<file path="src/sgwl_pkg.sv">
// Shared constants, types and codes of the start-gap remapper.
`timescale 1ns / 1ps

package sgwl_pkg;

	localparam int MAX_LINES   = 1024;
	localparam int LINE_BYTES  = 64;
	localparam int WEAR_BITS   = 32;

	localparam int ADDR_W      = 32;
	localparam int OUT_W       = 32;
	localparam int MOVES_W     = 32;
	localparam int WPG_W       = 16;
	localparam int CFG_W       = 16;
	localparam int CFG_IDX_W   = 1;

	localparam int OFFSET_BITS = $clog2(LINE_BYTES);
	localparam int LINE_W      = $clog2(MAX_LINES + 1);
	localparam int START_W     = $clog2(MAX_LINES);
	localparam int PHYS_W      = LINE_W + OFFSET_BITS;
	localparam int NUM_W       = ADDR_W - OFFSET_BITS + 1;
	localparam int CNT_W       = $clog2(NUM_W + 1);
	localparam int DEPTH       = MAX_LINES + 1;

	localparam logic [CFG_IDX_W-1:0] REG_LINE_COUNT     = CFG_IDX_W'(0);
	localparam logic [CFG_IDX_W-1:0] REG_WRITES_PER_GAP = CFG_IDX_W'(1);

	localparam logic [LINE_W-1:0] LINE_COUNT_RST = LINE_W'(1000);
	localparam logic [LINE_W-1:0] GAP_RST        = LINE_W'(1000);
	localparam logic [WPG_W-1:0]  WPG_RST        = WPG_W'(2);

	localparam logic [WEAR_BITS-1:0] WEAR_MAX = '1;

	typedef enum logic [2:0] {
		ST_CLEAR,
		ST_IDLE,
		ST_DIV,
		ST_PHYS,
		ST_RD,
		ST_UPD,
		ST_WRAP
	} state_t;

	typedef struct packed {
		logic              go;
		logic [NUM_W-1:0]  num;
		logic [LINE_W-1:0] den;
	} div_req_t;

	typedef struct packed {
		logic              done;
		logic [LINE_W-1:0] rem;
	} div_rsp_t;

endpackage

</file>
<file path="src/sgwl_div.sv">
// Iterative restoring remainder unit, one quotient bit per cycle.
`timescale 1ns / 1ps

module sgwl_div import sgwl_pkg::*; (
	input  logic     clk,
	input  logic     arst_n,
	input  div_req_t req,
	output div_rsp_t rsp
);

	logic              active_q;
	logic              done_q;
	logic [CNT_W-1:0]  cnt_q;
	logic [NUM_W-1:0]  num_q;
	logic [LINE_W-1:0] den_q;
	logic [LINE_W-1:0] rem_q;
	logic [LINE_W:0]   trial;
	logic [LINE_W-1:0] rem_next;

	always_comb begin
		trial = {rem_q, num_q[NUM_W-1]};
		if (trial >= {1'b0, den_q}) begin
			rem_next = LINE_W'(trial - {1'b0, den_q});
		end else begin
			rem_next = trial[LINE_W-1:0];
		end
	end

	always_ff @(posedge clk or negedge arst_n) begin
		if (!arst_n) begin
			active_q <= 1'b0;
			done_q   <= 1'b0;
			cnt_q    <= '0;
		end else begin
			done_q <= 1'b0;
			if (req.go) begin
				active_q <= 1'b1;
				cnt_q    <= CNT_W'(NUM_W);
			end else if (active_q) begin
				cnt_q <= cnt_q - CNT_W'(1);
				if (cnt_q == CNT_W'(1)) begin
					active_q <= 1'b0;
					done_q   <= 1'b1;
				end
			end
		end
	end

	always_ff @(posedge clk) begin
		if (req.go) begin
			num_q <= req.num;
			den_q <= req.den;
			rem_q <= '0;
		end else if (active_q) begin
			num_q <= num_q << 1;
			rem_q <= rem_next;
		end
	end

	assign rsp.done = done_q;
	assign rsp.rem  = rem_q;

endmodule

</file>
<file path="config.mk">
export PLATFORM = sky130hd
export DESIGN_NAME = sgwl_div
export DESIGN_NICKNAME = d
export VERILOG_FILES = /design/src/sgwl_pkg.sv /design/src/sgwl_div.sv
export SDC_FILE = /design/constraint.sdc
export NUM_CORES = 1
export LEC_CHECK = 0
export ABC_CLOCK_PERIOD_IN_PS = 2700
export BUFFER_PORTS_ARGS = -buffer_cell sky130_fd_sc_hd__buf_2
export CAP_MARGIN = 20
export CORE_ASPECT_RATIO = 1.1
export CORE_MARGIN = 1
export CORE_UTILIZATION = 50
export CTS_BUF_LIST = sky130_fd_sc_hd__clkbuf_8 sky130_fd_sc_hd__clkbuf_16
export DETAILED_ROUTE_END_ITERATION = 10
export HOLD_SLACK_MARGIN = 0.15
export PLACE_DENSITY = 0.72
export SLEW_MARGIN = 20
export SYNTH_ARGS = -nofsm -noshare
export SYNTH_HDL_FRONTEND = slang
export SYNTH_SLANG_ARGS = --single-unit
</file>
<file path="constraint.sdc">
create_clock -name clk -period 2.7 [get_ports clk]
set_input_delay 0.27 -clock clk [delete_from_list [all_inputs] [get_ports clk]]
set_output_delay 0.27 -clock clk [all_outputs]
set_load 0.05 [all_outputs]
</file>
**After elaboration in Yosys (flattened, before gate mapping)**

Cells that the tools add are included.

- Mux-type cells: 11
- Eq/ne operators: 1
- Add/sub/neg operators: 2
- Magnitude comparators: 1
- Reduce and logical (&&, ||, !) cells: 1

Operator list:

| cell | number |
|---|---|
| $mux W27 | 2 |
| $ge A12 B11 Y1 | 1 |
| $mux W11 | 1 |
| $sub A11 B11 Y11 | 1 |
| $mux W5 | 2 |
| $mux W1 | 6 |
| $eq A5 B1 Y1 const B | 1 |
| $sub A5 B1 Y5 const B | 1 |
| $reduce_bool A2 Y1 | 1 |

- Word-level logic and storage cells: 22
- Register bits: 56

**Longest topological paths before layout**

- Word-level depth: 4
- Depth in mapped cells: 11
- Depth with buffers taken out: 9

**Least setup slack after synthesis**

No wires, ideal clock.

- Path kind: register -> register
- Start point: reg rem_q[0]
- End point: reg rem_q[0]
- Period minus slack after synthesis: 2.623 ns
- Path buffers: 1
- Arrival: 2.543 ns
- Path slack: 0.077 ns
- Stages on the path, launching flop included: 10
- Library setup time: 0.079 ns
- Cells stage by stage: dfxtp_1 -> inv_1 -> fa_1 -> nand2b_1 -> a21oi_1 -> o2111a_1 -> a211o_1 -> buf_6 -> mux2_4 -> a211oi_2

- Cells in the longest elaborated chain, start to end: 2

RTL lines:

| element | RTL line | RTL |
|---|---|---|
| start, declared | sgwl_div.sv:16 | `logic [LINE_W-1:0] rem_q;` |
| start signal, assigned | sgwl_div.sv:56 | `rem_q <= rem_next;` |
| $ge A12 B11 Y1 | sgwl_div.sv:22 | `if (trial >= {1'b0, den_q}) begin` |
| $mux W11 | sgwl_div.sv:22 |  |

Every way passes these cells.
A chain may end at the register's enable or synchronous reset.

**Final worst setup path**

- Start point: reg num_q[26]
- End point: reg rem_q[5]

- Cells in the longest elaborated chain, start to end: 2
- Elaborated cells on any way between the ends: 3

RTL lines:

| element | RTL line | RTL |
|---|---|---|
| start, declared | sgwl_div.sv:14 | `logic [NUM_W-1:0] num_q;` |
| start signal, assigned | sgwl_div.sv:51 | `num_q <= req.num;` |
| start signal, assigned | sgwl_div.sv:55 | `num_q <= num_q << 1;` |
| $sub A11 B11 Y11 / $ge A12 B11 Y1 (equally long branches) | sgwl_div.sv:23, sgwl_div.sv:22 |  |
| $mux W11 (*) | sgwl_div.sv:22 |  |

Mark *: on every way between the ends. The rest lies on a longest branch, timed or not.

==> metrics.txt <==
Worst Path Buf+Inv 2; die width 74.71 um; DRT iter0 DRCs 116; outcome complete, no violations; layout cell share with drive strength beyond 1 31.49%; GRT Total Usage 19.62%; Post-Synthesis Cells 242; CTS tree yes; worst-path maximum fanout 14; Yosys cell types 53; row cnt 28; Top Family by Delay on Critical Path compound AO/OA/AOI/OAI gates; ys flop type edfxtp_1; Ant. Diodes 0; antenna violations before repair 0; Req. time, crit path 2.90 ns; Hold WC Path Type in -> reg; number of port buffers 52; total CTS buffers 5; die extent in y 81.98 um; fmax 404.8 MHz; H-tree levels 2; synthesized net count 297; DP Worst Slack 0.2699 ns; vias per inst 5.164; Avg Inst Size Synth 12.02 um2; final RePlAce weighted congestion 0.8661; clock buffer depth 2; Power Dens Cells 819.6 mW/mm2; Via Count 1978; cell taking the most area after synthesis edfxtp_1; die area 0.006125 mm2; setup violators final 0; Starting Density 52.87%; Clock Latency Late Sink 0.31 ns; Final ANT Viol Nets 0; MaxCap Viol Count 0; Critical Path End Type register; Least-Margin Pin Slew 0.5955 ns; Core Area 0.005500 mm2; vias in the first global route 1950; FFs w/ async S/R, synth 12.50%; Clock Pin Slew Worst Setup and Hold Paths 0.10 ns; dpl cells 363; FF-to-FF Start num_q[26]$_DFFE_PP_; Nets 362; worst vdd ir 0.3887 mV; CP cell instances inv_1 > ha_1 > fa_1 > nand2b_1 > a21oi_1 > o2111a_1 > a211o_1 > buf_4 > mux2i_1 > a211oi_1; Post-route DRC 0; post-synthesis sequential area ratio 52.84%; post-synth top area share 39.24%; root buf cell clkbuf_8; Total Neg Setup Slack 0 ns; largest net degree at the start of global routing 28; fin util 62.51%; crit path from num_q[26]$_DFFE_PP_; Largest stage delay, worst path 0.40 ns; Final Hold Viols 0; Slowest cell on crit path fa_1; top cells by area, synth edfxtp_1 (39%), mux2_2 (10%), dfxtp_1 (7.6%), dfrtp_1 (6.0%), ha_1 (5.6%); DR pass1 iterations 4; Routed WL 5.322 mm; Ys Warns 0; critical path type reg -> reg; startpoint types register; flops & latches, synth 56; first-pass GRT wire length 8.970 mm; total gr overflow 0; Pins Over Slew Limit 0; reg2reg setup slack 0.23 ns; Post-synth EDFFs 38; fin cells 383; Tmin final 2.470 ns; worst relative slew slack 60.15%; cts repair resizes 0; CTS sink cnt 56; Top-Level Pins 53; Post-Syn Area 0.002908 mm2; period utilization 91.49%; DR WL/cell 13.90 um; Hold Startpoint req[11]; leak pwr 1.505 nW; DP HPWL 3.855 mm; Clock Skew 0.004966 ns; unrepaired setup endpoints after global routing false; setup ws final 0.2296 ns; Worst Path Arrival 2.67 ns; Area Growth Syn to Fin 18.24%; Hold Slack 0.2498 ns
[synthesized netlist by cell type (3+ instances only)]
cell,count
o21ai_0,9
o21a_1,4
xnor2_1,5
ha_1,13
dfxtp_1,11
nand3_1,4
nand2b_1,7
nor3_1,3
clkbuf_1,5
o31ai_1,3
a21oi_1,5
edfxtp_1,38
a21o_1,3
nand2_1,11
inv_1,18
mux2_2,26
nor2_1,19
mux2i_1,7
dfrtp_1,7
[path summary, 6_finish.rpt]
path | to | cells past startpoint
min in group asynchronous | cnt_q[1]$_DFFE_PN0P_ | 2
min | num_q[0]$_SDFFCE_PN0P_ | 2
min reg2reg | rem_q[8]$_SDFFE_PP0P_ | 2
max reg2reg | rem_q[5]$_SDFFE_PP0P_ | 10
max | rem_q[5]$_SDFFE_PP0P_ | 10
max in group asynchronous | cnt_q[0]$_DFFE_PN0P_ | 2
[cell usage in the layout, fill, tap and decap left out, drive strengths merged, types with 2 or more instances in the layout]
| cell | count |
|---|---|
| a211o | 2 |
| a211oi | 4 |
| a21o | 3 |
| a21oi | 6 |
| and3 | 2 |
| and4b | 2 |
| buf | 57 |
| clkbuf | 5 |
| dfrtp | 7 |
| dfxtp | 11 |
| dlygate4sd3 | 12 |
| edfxtp | 38 |
| ha | 13 |
| inv | 19 |
| mux2 | 27 |
| mux2i | 7 |
| nand2 | 11 |
| nand2b | 7 |
| nand3 | 4 |
| nand3b | 2 |
| nor2 | 19 |
| nor3 | 3 |
| nor4b | 2 |
| o211ai | 2 |
| o21a | 4 |
| o21ai | 11 |
| o22ai | 2 |
| o31ai | 3 |
| xnor2 | 5 |
| xor2 | 2 |
[sequential cells by signal (all words and copies together), names as in the netlist]
register and flops:
cnt_q 5, num_q 27, rem_q 11, done_q 1, active_q 1, den_q 11
[where the power goes]
| part | total [mW] | internal [mW] | switching [mW] |
|---|---|---|---|
| clock network | 0.442 | 0.177 | 0.265 |
| registers | 1.15 | 1.05 | 0.0958 |
| logic | 1.23 | 0.493 | 0.738 |
| total | 2.82 | 1.72 | 1.10 |
[kinds of logic after synthesis]
family,count (synthesis),share of synthesized area (%)
compound gates,42,10.20
fa+ha+maj,14,6.282
mux,34,12.99
flops,56,52.84
simple gates,60,11.02
xor+xnor,7,2.108
buf+inv,29,4.561
[through the flow]
| stage | area, um2 | total power, mW |
|---|---|---|
| 3_5_place_dp | 3234 | 2.379 |
| 3_3_place_gp | 3234 | 2.354 |
| 4_1_cts | 3438 | 2.834 |
| 2_1_floorplan | 2908 | 2.151 |
| 6_report | 3438 | 2.818 |
| 5_1_grt | 3438 | 3.017 |
[repair_timing]
| action | CTS | global route |
|---|---|---|
| hold buffers | 12 | 0 |
| setup endpoints to repair | 0 | 0 |
| hold endpoints to repair | 18 | 0 |
| buffers inserted | 0 | 0 |
[area by class of cell]
class                   instances  area (um2)
clock buffers                   5       68.82
well taps                      75       93.84
flip-flops and latches         56        1536
multi-input cells             157        1239
clock inverters                 3       15.01
inverters                      18       67.56
fillers                       460        2062
repair buffers                 69       417.9
[per-layer routing]
metal	wire, um	vias up	track usage [%]	part of all wire [%]
li1	-	1006	-	-
met5	0	-	0	0
met1	2432	924	25.50	46
met4	68	0	5.660	1.3
met2	2595	41	33.06	49
met3	226	7	3.926	4.2
Power figures use the tool's default switching activity.
